$ cat config.mk
export PLATFORM = sky130hd
export DESIGN_NAME = cobs_crc16_frame_decoder
export DESIGN_NICKNAME = d
export VERILOG_FILES = /design/src/rtl/cobsd_pkg.sv /design/src/rtl/cobsd_front.sv /design/src/rtl/cobsd_queue.sv /design/src/rtl/cobsd_back.sv /design/src/rtl/cobs_crc16_frame_decoder.sv
export VERILOG_INCLUDE_DIRS = /design/src /design/src/rtl
export SDC_FILE = /design/constraint.sdc
export NUM_CORES = 1
export LEC_CHECK = 0
export BUFFER_PORTS_ARGS = -buffer_cell sky130_fd_sc_hd__clkbuf_2
export CORE_ASPECT_RATIO = 1.2
export CORE_MARGIN = 5
export CORE_UTILIZATION = 25
export CTS_BUF_LIST = sky130_fd_sc_hd__clkbuf_16
export DETAILED_ROUTE_END_ITERATION = 8
export GPL_TIMING_DRIVEN = 0
export PLACE_DENSITY_LB_ADDON = 0.05
export SLEW_MARGIN = 10
export SYNTH_ARGS = -nofsm -noshare
export SYNTH_HDL_FRONTEND = slang
export SYNTH_HIERARCHICAL = 1
export SYNTH_SLANG_ARGS = --single-unit
export TNS_END_PERCENT = 20
$ cat constraint.sdc
create_clock -name clk -period 4.6 [get_ports clk]
set_input_delay 0.92 -clock clk [delete_from_list [all_inputs] [get_ports clk]]
set_output_delay 0.92 -clock clk [all_outputs]
set_load 0.01 [all_outputs]
$ cat src/rtl/cobs_crc16_frame_decoder_macros.svh
// ----------------------------------------------------------------------------
// cobs_crc16_frame_decoder_macros
// assertion helpers shared by the decoder modules
// ----------------------------------------------------------------------------
`ifndef COBS_CRC16_FRAME_DECODER_MACROS_SVH
`define COBS_CRC16_FRAME_DECODER_MACROS_SVH

// condition must hold on every clock out of reset
`define COBSD_ASSERT_ALWAYS(label, cond, msg) \
    label: assert property (@(posedge clk) disable iff (!rst_n) (cond)) \
        else $error(msg);

// consequent must hold in the same cycle as the antecedent
`define COBSD_ASSERT_IMPLIES(label, ante, cons, msg) \
    label: assert property (@(posedge clk) disable iff (!rst_n) (ante) |-> (cons)) \
        else $error(msg);

// consequent must hold in the cycle after the antecedent
`define COBSD_ASSERT_NEXT(label, ante, cons, msg) \
    label: assert property (@(posedge clk) disable iff (!rst_n) (ante) |=> (cons)) \
        else $error(msg);

`endif

$ cat src/rtl/cobsd_pkg.sv
// ----------------------------------------------------------------------------
// cobsd_pkg
// shared types, constants and the crc step of the cobs frame decoder
// ----------------------------------------------------------------------------
package cobsd_pkg;

    localparam logic [7:0]  DELIM_BYTE          = 8'h00;
    localparam logic [7:0]  CODE_FULL           = 8'hFF;
    localparam logic [15:0] CRC_INIT            = 16'hFFFF;
    localparam logic [15:0] CRC_POLY            = 16'h1021;
    localparam int          PAYLOAD_W           = 11;
    localparam logic [PAYLOAD_W-1:0] MAX_PAYLOAD_RESET = 11'd1024;
    localparam int          MAX_FRAME_BYTES_DEF = 2048;
    localparam int          QUEUE_DEPTH         = 2;
    localparam int          TDATA_W             = 24;

    typedef enum logic [2:0] {
        ST_OK    = 3'd0,
        ST_CRC   = 3'd1,
        ST_COBS  = 3'd2,
        ST_SHORT = 3'd3,
        ST_LONG  = 3'd4
    } status_t;

    typedef enum logic {
        TOK_PUSH = 1'b0,
        TOK_END  = 1'b1
    } tok_kind_t;

    // work passed from the front end to the back end
    typedef struct packed {
        tok_kind_t  kind;
        logic [7:0] data;
        logic       long_err;
        logic       cobs_err;
    } token_t;

    // crc-16/ccitt-false, one byte, msb first
    function automatic logic [15:0] crc_step(input logic [15:0] crc, input logic [7:0] b);
        logic [15:0] c;
        c = crc ^ {b, 8'h00};
        for (int i = 0; i < 8; i++)
        begin
            if (c[15])
                c = {c[14:0], 1'b0} ^ CRC_POLY;
            else
                c = {c[14:0], 1'b0};
        end
        return c;
    endfunction

endpackage

$ cat src/rtl/cobsd_front.sv
// ----------------------------------------------------------------------------
// cobsd_front
// accepts link bytes, undoes cobs grouping and issues decoded-byte and
// end-of-frame work items to the queue
// ----------------------------------------------------------------------------
module cobsd_front #(
    parameter int MAX_FRAME_BYTES = cobsd_pkg::MAX_FRAME_BYTES_DEF
) (
    input  logic              clk,
    input  logic              rst_n,
    input  logic              in_valid,
    input  logic [7:0]        in_byte,
    input  logic              q_full,
    output logic              in_ready,
    output logic              q_push,
    output cobsd_pkg::token_t q_tok
);
    import cobsd_pkg::*;

    localparam int FB_W = $clog2(MAX_FRAME_BYTES + 1);
    localparam logic [FB_W-1:0] FB_LIMIT = FB_W'(MAX_FRAME_BYTES);

    logic [7:0]      group_left_reg, group_left_next;
    logic            group_full_reg, group_full_next;
    logic            zero_pending_reg, zero_pending_next;
    logic [FB_W-1:0] frame_bytes_reg, frame_bytes_next;
    logic            err_reg, err_next;
    logic            take;

    assign in_ready = !q_full;
    assign take     = in_valid && in_ready;

    always_ff @(posedge clk or negedge rst_n)
    begin
        if (!rst_n)
        begin
            group_left_reg   <= '0;
            group_full_reg   <= 1'b0;
            zero_pending_reg <= 1'b0;
            frame_bytes_reg  <= '0;
            err_reg          <= 1'b0;
        end
        else
        begin
            group_left_reg   <= group_left_next;
            group_full_reg   <= group_full_next;
            zero_pending_reg <= zero_pending_next;
            frame_bytes_reg  <= frame_bytes_next;
            err_reg          <= err_next;
        end
    end

    always_comb
    begin
        group_left_next   = group_left_reg;
        group_full_next   = group_full_reg;
        zero_pending_next = zero_pending_reg;
        frame_bytes_next  = frame_bytes_reg;
        err_next          = err_reg;
        q_push            = 1'b0;
        q_tok.kind        = TOK_PUSH;
        q_tok.data        = in_byte;
        q_tok.long_err    = err_reg;
        q_tok.cobs_err    = (group_left_reg != 8'd0);

        if (take)
        begin
            if (in_byte == DELIM_BYTE)
            begin
                // empty frames give nothing
                q_push            = (frame_bytes_reg != '0) || err_reg;
                q_tok.kind        = TOK_END;
                group_left_next   = '0;
                group_full_next   = 1'b0;
                zero_pending_next = 1'b0;
                frame_bytes_next  = '0;
                err_next          = 1'b0;
            end
            else if (err_reg)
            begin
                // rest of the frame is dropped
            end
            else if (frame_bytes_reg >= FB_LIMIT)
            begin
                err_next = 1'b1;
            end
            else
            begin
                frame_bytes_next = frame_bytes_reg + 1'b1;
                if (group_left_reg == 8'd0)
                begin
                    // code byte: implied zero of the previous group goes out now
                    q_push            = zero_pending_reg;
                    q_tok.data        = DELIM_BYTE;
                    group_left_next   = in_byte - 8'd1;
                    group_full_next   = (in_byte == CODE_FULL);
                    zero_pending_next = (in_byte == 8'd1);
                end
                else
                begin
                    q_push          = 1'b1;
                    group_left_next = group_left_reg - 8'd1;
                    if ((group_left_reg == 8'd1) && !group_full_reg)
                        zero_pending_next = 1'b1;
                end
            end
        end
    end

endmodule

$ cat src/rtl/cobsd_queue.sv
// ----------------------------------------------------------------------------
// cobsd_queue
// two-entry work queue between the front end and the back end
// ----------------------------------------------------------------------------
module cobsd_queue (
    input  logic              clk,
    input  logic              rst_n,
    input  logic              push,
    input  cobsd_pkg::token_t push_tok,
    input  logic              pop,
    output logic              full,
    output logic              head_valid,
    output cobsd_pkg::token_t head_tok
);
    import cobsd_pkg::*;

    localparam int PTR_W = $clog2(QUEUE_DEPTH);
    localparam int CNT_W = $clog2(QUEUE_DEPTH + 1);

    token_t           mem [QUEUE_DEPTH];
    logic [PTR_W-1:0] wr_ptr_reg, wr_ptr_next;
    logic [PTR_W-1:0] rd_ptr_reg, rd_ptr_next;
    logic [CNT_W-1:0] count_reg, count_next;
    logic             do_push, do_pop;

    assign full       = (count_reg == CNT_W'(QUEUE_DEPTH));
    assign head_valid = (count_reg != '0);
    assign head_tok   = mem[rd_ptr_reg];
    assign do_push    = push && !full;
    assign do_pop     = pop && head_valid;

    always_comb
    begin
        wr_ptr_next = wr_ptr_reg;
        rd_ptr_next = rd_ptr_reg;
        count_next  = count_reg;
        if (do_push)
            wr_ptr_next = (wr_ptr_reg == PTR_W'(QUEUE_DEPTH - 1)) ? '0 : wr_ptr_reg + 1'b1;
        if (do_pop)
            rd_ptr_next = (rd_ptr_reg == PTR_W'(QUEUE_DEPTH - 1)) ? '0 : rd_ptr_reg + 1'b1;
        if (do_push && !do_pop)
            count_next = count_reg + 1'b1;
        else if (!do_push && do_pop)
            count_next = count_reg - 1'b1;
    end

    always_ff @(posedge clk or negedge rst_n)
    begin
        if (!rst_n)
        begin
            wr_ptr_reg <= '0;
            rd_ptr_reg <= '0;
            count_reg  <= '0;
        end
        else
        begin
            wr_ptr_reg <= wr_ptr_next;
            rd_ptr_reg <= rd_ptr_next;
            count_reg  <= count_next;
        end
    end

    always_ff @(posedge clk)
    begin
        if (do_push)
            mem[wr_ptr_reg] <= push_tok;
    end

endmodule

$ cat src/rtl/cobsd_back.sv
// ----------------------------------------------------------------------------
// cobsd_back
// two-byte delay line, crc accumulation, payload limit, frame status and
// the output register
// ----------------------------------------------------------------------------
`include "cobs_crc16_frame_decoder_macros.svh"

module cobsd_back (
    input  logic                                clk,
    input  logic                                rst_n,
    input  logic                                tok_valid,
    input  cobsd_pkg::token_t                   tok,
    input  logic [cobsd_pkg::PAYLOAD_W-1:0]     max_payload,
    input  logic                                out_ready,
    output logic                                tok_pop,
    output logic                                out_valid,
    output logic                                out_kind,
    output logic [7:0]                          out_byte,
    output logic [2:0]                          out_status,
    output logic [cobsd_pkg::PAYLOAD_W-1:0]     out_len
);
    import cobsd_pkg::*;

    logic [7:0]           d0_reg, d0_next;
    logic [7:0]           d1_reg, d1_next;
    logic [1:0]           dcount_reg, dcount_next;
    logic [15:0]          crc_reg, crc_next;
    logic [PAYLOAD_W-1:0] pcount_reg, pcount_next;
    logic                 err_reg, err_next;

    logic                 out_valid_reg, out_valid_next;
    logic                 out_kind_reg, out_kind_next;
    logic [7:0]           out_byte_reg, out_byte_next;
    status_t              out_status_reg, out_status_next;
    logic [PAYLOAD_W-1:0] out_len_reg, out_len_next;

    logic                 take;
    logic                 emit;
    status_t              status;

    assign take    = tok_valid && (!out_valid_reg || out_ready);
    assign tok_pop = take;

    always_comb
    begin
        if (err_reg || tok.long_err)
            status = ST_LONG;
        else if (tok.cobs_err)
            status = ST_COBS;
        else if (dcount_reg != 2'd2)
            status = ST_SHORT;
        else if ({d1_reg, d0_reg} == crc_reg)
            status = ST_OK;
        else
            status = ST_CRC;
    end

    always_comb
    begin
        d0_next         = d0_reg;
        d1_next         = d1_reg;
        dcount_next     = dcount_reg;
        crc_next        = crc_reg;
        pcount_next     = pcount_reg;
        err_next        = err_reg;
        emit            = 1'b0;
        out_kind_next   = out_kind_reg;
        out_byte_next   = out_byte_reg;
        out_status_next = out_status_reg;
        out_len_next    = out_len_reg;

        if (take)
        begin
            case (tok.kind)
                TOK_END:
                begin
                    emit            = 1'b1;
                    out_kind_next   = 1'b1;
                    out_byte_next   = 8'h00;
                    out_status_next = status;
                    out_len_next    = pcount_reg;
                    dcount_next     = 2'd0;
                    d0_next         = 8'h00;
                    d1_next         = 8'h00;
                    crc_next        = CRC_INIT;
                    pcount_next     = '0;
                    err_next        = 1'b0;
                end
                TOK_PUSH:
                begin
                    if (err_reg)
                    begin
                        // frame already failed
                    end
                    else if (dcount_reg == 2'd0)
                    begin
                        d0_next     = tok.data;
                        dcount_next = 2'd1;
                    end
                    else if (dcount_reg == 2'd1)
                    begin
                        d1_next     = tok.data;
                        dcount_next = 2'd2;
                    end
                    else if (pcount_reg >= max_payload)
                    begin
                        err_next = 1'b1;
                    end
                    else
                    begin
                        // oldest byte leaves the delay line as payload
                        emit            = 1'b1;
                        out_kind_next   = 1'b0;
                        out_byte_next   = d0_reg;
                        out_status_next = ST_OK;
                        out_len_next    = '0;
                        crc_next        = crc_step(crc_reg, d0_reg);
                        pcount_next     = pcount_reg + 1'b1;
                        d0_next         = d1_reg;
                        d1_next         = tok.data;
                    end
                end
                default:
                begin
                end
            endcase
        end

        if (out_valid_reg && !out_ready)
            out_valid_next = 1'b1;
        else
            out_valid_next = emit;
    end

    always_ff @(posedge clk or negedge rst_n)
    begin
        if (!rst_n)
        begin
            d0_reg        <= 8'h00;
            d1_reg        <= 8'h00;
            dcount_reg    <= 2'd0;
            crc_reg       <= CRC_INIT;
            pcount_reg    <= '0;
            err_reg       <= 1'b0;
            out_valid_reg <= 1'b0;
        end
        else
        begin
            d0_reg        <= d0_next;
            d1_reg        <= d1_next;
            dcount_reg    <= dcount_next;
            crc_reg       <= crc_next;
            pcount_reg    <= pcount_next;
            err_reg       <= err_next;
            out_valid_reg <= out_valid_next;
        end
    end

    always_ff @(posedge clk)
    begin
        out_kind_reg   <= out_kind_next;
        out_byte_reg   <= out_byte_next;
        out_status_reg <= out_status_next;
        out_len_reg    <= out_len_next;
    end

    assign out_valid  = out_valid_reg;
    assign out_kind   = out_kind_reg;
    assign out_byte   = out_byte_reg;
    assign out_status = out_status_reg;
    assign out_len    = out_len_reg;

    // payload limit only trips with a full delay line
    `COBSD_ASSERT_IMPLIES(a_err_full_line, err_reg, dcount_reg == 2'd2,
        "payload error without full delay line")
    `COBSD_ASSERT_ALWAYS(a_dcount_range, dcount_reg != 2'd3,
        "delay line count out of range")
    `COBSD_ASSERT_IMPLIES(a_payload_clean, out_valid_reg && !out_kind_reg,
        (out_status_reg == ST_OK) && (out_len_reg == '0),
        "payload item carries status or length")
    `COBSD_ASSERT_NEXT(a_end_clears, take && (tok.kind == TOK_END),
        (dcount_reg == 2'd0) && (crc_reg == CRC_INIT) && (pcount_reg == '0) && !err_reg,
        "frame state not cleared after end of frame")

endmodule

$ cat src/rtl/cobs_crc16_frame_decoder.sv
// ----------------------------------------------------------------------------
// cobs_crc16_frame_decoder
// cobs frame decoder with crc-16/ccitt-false check, top level
// ----------------------------------------------------------------------------
// s_* channel: one received link byte per item, 0x00 marks the end of a frame.
// m_* channel: tentative payload bytes (tuser 0) and one end-of-frame status
// item per non-empty frame (tuser 1) carrying status and payload length.
// The consumer keeps a frame's payload bytes only if its status is ok.
// Throughput is one byte per cycle: the front end takes a byte every cycle the
// two-entry queue has room, and the back end drains one item a cycle while
// m_tready is high or its output register is empty. An accepted byte's result
// reaches m_tvalid through the queue write and then the output register; the
// last two decoded bytes of a frame are held as the received crc and never
// appear as payload. When m_tready is low the output register holds; the queue
// fills in two more items and then s_tready drops, with nothing lost.
// Reset clears all frame state and sets max_payload to 1024; no clearing
// pass is needed. max_payload is written through cfg_wr_en / cfg_wr_data; the user
// must write it only while no frame work is outstanding, which the block does not enforce.
// ----------------------------------------------------------------------------
module cobs_crc16_frame_decoder #(
    parameter int MAX_FRAME_BYTES = cobsd_pkg::MAX_FRAME_BYTES_DEF
) (
    input  logic                               clk,
    input  logic                               rst_n,
    input  logic                               s_tvalid,
    output logic                               s_tready,
    input  logic [7:0]                         s_tdata,     // [7:0] rx_byte
    output logic                               m_tvalid,
    input  logic                               m_tready,
    // [7:0] out_byte, [10:8] frame_status, [21:11] frame_payload_len, [23:22] zero
    output logic [cobsd_pkg::TDATA_W-1:0]      m_tdata,
    output logic                               m_tuser,     // [0] out_kind
    input  logic                               cfg_wr_en,
    input  logic [cobsd_pkg::PAYLOAD_W-1:0]    cfg_wr_data  // max_payload
);
    import cobsd_pkg::*;

    logic [PAYLOAD_W-1:0] max_payload_reg;
    logic                 q_push, q_full, q_pop, q_valid;
    token_t               q_in_tok, q_head_tok;
    logic                 out_kind;
    logic [7:0]           out_byte;
    logic [2:0]           out_status;
    logic [PAYLOAD_W-1:0] out_len;

    always_ff @(posedge clk or negedge rst_n)
    begin
        if (!rst_n)
            max_payload_reg <= MAX_PAYLOAD_RESET;
        else if (cfg_wr_en)
            max_payload_reg <= cfg_wr_data;
    end

    cobsd_front #(
        .MAX_FRAME_BYTES (MAX_FRAME_BYTES)
    ) u_front (
        .clk      (clk),
        .rst_n    (rst_n),
        .in_valid (s_tvalid),
        .in_byte  (s_tdata),
        .q_full   (q_full),
        .in_ready (s_tready),
        .q_push   (q_push),
        .q_tok    (q_in_tok)
    );

    cobsd_queue u_queue (
        .clk        (clk),
        .rst_n      (rst_n),
        .push       (q_push),
        .push_tok   (q_in_tok),
        .pop        (q_pop),
        .full       (q_full),
        .head_valid (q_valid),
        .head_tok   (q_head_tok)
    );

    cobsd_back u_back (
        .clk         (clk),
        .rst_n       (rst_n),
        .tok_valid   (q_valid),
        .tok         (q_head_tok),
        .max_payload (max_payload_reg),
        .out_ready   (m_tready),
        .tok_pop     (q_pop),
        .out_valid   (m_tvalid),
        .out_kind    (out_kind),
        .out_byte    (out_byte),
        .out_status  (out_status),
        .out_len     (out_len)
    );

    assign m_tuser = out_kind;
    assign m_tdata = {2'b00, out_len, out_status, out_byte};

endmodule
==> results.md <==
* Status: complete, no violations
* Cts repair resizes at 0
* Detailed Route WL at 18600 um
* Register area at 3500 um2
* CTS tree: done
* Initial DRT Pass Iterations at 5
* CTS Buf Count at 17
* Crit share post-route at 0.737
* GRT Util Overall at 0.121
* Die Y at 195 um
* Crit-path cells: nand2b_1, inv_1, or4b_1, a21oi_2, o21ai_0, nand2_1, nand2_2, nor2_1
* Minimum hold slack at 503 ps
* Core region area at 28000 um2
* Worst-path clk slew at 60 ps
* CTS Hold Bufs at 0
* Synthesized instance count at 612
* Post-CTS Setup Inserts at 0
* Multi-input gate area at 3340 um2
* Seq/Total Area, Yosys at 0.491
* Hold crit path type: reg2reg
* Hpwl dp at 13400 um
* Root cell of the clock tree: clkbuf_16
* Number of global-route vias before repair at 5170
* DRC at 0
* Setup crit start kind: flop
* I/O Buffers at 46
* Max Cap Viol at 0
* Final Setup Violations at 0
* FF-to-FF setup slack at 1210 ps
* Inst Count DP at 1038
* Max-slew violation count at 0
* Final Hold Viols at 0
* Met1 WL at 8410 um
* Total global routing overflow at 0
* Switching Share at 0.366
* Die area at 32000 um2
* Max FFs per register at 22
* Rel. slew slack at 0.348
* Initial antenna violation count at 0
* DR vias at 4985
* CTS Sinks at 130
* Layout Nets at 724
* FILL cells at 2920
* WP data required at 4640 ps
* FP Rows at 67
* Synth async-reset ratio at 0.654
* Comb pwr share at 0.365
* #FFs+latches synth at 130
* Post-route setup TNS at 0 ps
* Crit path time final at 3390 ps
* First-pass GRT wire length at 30000 um
* Actual slew at the worst max-slew pin at 974 ps
* Crit-path max cell delay at 740 ps
* Clock Path Buffers at 2
* Worst vdd ir at 0.000246 V
* Pwr Density at 617 nW/um2
* Met3 WL at 651 um
* Distinct cells, synth at 80
* Number of diodes at 0
* Vias/cell at 4.66
* Boundary pin count at 51
* Initial DRC count at 215
* Detail Route Antenna Nets at 0
* Post-synth EDFFs at 45
* Share of cells above drive strength 1 at 0.245
* Synthesized area at 7120 um2
* Pleak at 0.00347 uW
* Seq pwr share at 0.344
* Syn Area/Cell at 11.6 um2
* Crit-path max FO at 11
* RePlAce Congestion at 0.772
* Uppermost layer routed: met4
* Yosys warns at 6
* Critical path type: reg2reg
* Die extent in x at 164 um
* Worst Path Arrival at 3430 ps
* Internal power at 3320 uW
* Primary FF master, synth: dfrtp_1
* Largest net degree at the start of global routing at 86
* WL met2 at 9250 um
* Routed wire per std cell at 17.4 um
* Final Skew at 11.4 ps
* Critical-path cell with the highest stage delay: nor2_1
* CP Capture Type: flop
* H-tree depth at 4
* Starting Density at 0.254
* Total power at 5240 uW
* P&R area growth vs syn at 19.3%
* Layout Cells excl Fill at 1070
* RSZ-0062 raised after global routing: no
* Max Clk Rate at 295 MHz
* Net Switching at 1920 uW
* Worst skew pair latency at 420 ps
* Clock power frac at 0.291
==> synthesized netlist by cell type (all sizes together) (21+ instances only) <==
master | n | share of area
edfxtp | 45 | 0.19
nand2 | 28 | 0.016
nor2 | 27 | 0.016
inv | 26 | 0.014
dfrtp | 68 | 0.24
and2 | 22 | 0.019
buf | 22 | 0.021
mux2 | 23 | 0.046
xnor2 | 23 | 0.028
ha | 22 | 0.039
xor2 | 32 | 0.039
nor2b | 21 | 0.018
==> critical path, delay by kind of cell, from the launching register on <==
family,cells,cell delay (ps)
simple gates,5,1770
buf+inv,1,130
compound gates,2,690
flops,1,420
==> stage by stage <==
stage | worst slack (ps) | utilization | cell area [um2]
6_report | 1210 | 0.303 | 8490
5_1_grt | 971 | 0.303 | 8490
4_1_cts | 1110 | 0.303 | 8490
3_5_place_dp | 912 | 0.280 | 7840
3_3_place_gp | 980 | 0.280 | 7830
2_1_floorplan | 1770 | - | 7120
==> area by class of cell <==
class | count | area share
buffer | 31 | 0.0214
clock buffer | 17 | 0.0501
clock inverter | 15 | 0.0270
inverter | 27 | 0.0119
multi-input combinational | 425 | 0.394
sequential | 130 | 0.412
tap | 379 | 0.0558
timing repair buffer | 46 | 0.0281
==> path summary, 6_finish.rpt <==
kind	start	cells after the start	end
setup / recovery	u_queue/count_reg[0]$_DFFE_PN0P_	8	u_queue/mem[0][2]$_DFFE_PP_
max in group asynchronous	rst_n	1	u_back/d1_reg[5]$_DFFE_PN0P_
hold reg to reg	u_queue/wr_ptr_reg$_DFFE_PN0P_	1	u_queue/wr_ptr_reg$_DFFE_PN0P_
hold / removal	u_queue/wr_ptr_reg$_DFFE_PN0P_	1	u_queue/wr_ptr_reg$_DFFE_PN0P_
min in group asynchronous	rst_n	1	max_payload_reg[2]$_DFFE_PN0P_
setup reg to reg	u_queue/count_reg[0]$_DFFE_PN0P_	8	u_queue/mem[0][2]$_DFFE_PP_
==> layer usage <==
layer / up-vias / GRT usage
li1: 2406 / -
met1: 2475 / 0.155
met2: 81 / 0.200
met3: 23 / 0.0284
met4: 0 / 0.0388
met5: - / 0
==> layout by cell type, fill, tap and decap left out, types with 7 or more instances in the layout <==
cell type	count
dfrtp_1	68
clkbuf_2	45
edfxtp_1	45
xor2_1	32
nand2_1	26
nor2_1	25
inv_1	25
xnor2_1	23
and2_1	22
ha_1	22
nor2b_1	21
mux2_4	19
nor4_1	19
a221o_1	18
clkbuf_16	17
dfstp_2	17
a21oi_1	16
buf_2	13
nor3_1	13
o21ai_0	13
nand3_1	12
a2bb2oi_1	11
and3_1	10
mux2i_1	10
a31oi_1	9
clkbuf_1	9
nand4_1	8
nor4b_1	7
==> logic make-up (layout without fill, tap and decap cells) <==
kind of cell	count (synthesis)	in the layout	share of synthesized area
AO/OA/AOI/OAI	117	117	0.130
XOR/XNOR	55	55	0.0677
adder cells (fa/ha/maj)	22	22	0.0387
buffers and inverters	58	136	0.0397
flip-flops	130	130	0.491
multiplexers	33	33	0.0604
other	1	2	0.000527
AND/OR/NAND/NOR	196	196	0.171
==> power by group through the flow <==
stage                     logic (uW)  registers (uW)  clock network [uW]
final                           1910            1800                1520
after global routing            2120            1840                1630
after CTS                       1960            1810                1580
after detailed placement        1950            1820                   0
after global placement          1930            1820                   0
after floorplan                 1360            1800                   0
Power figures use the tool's default switching activity.
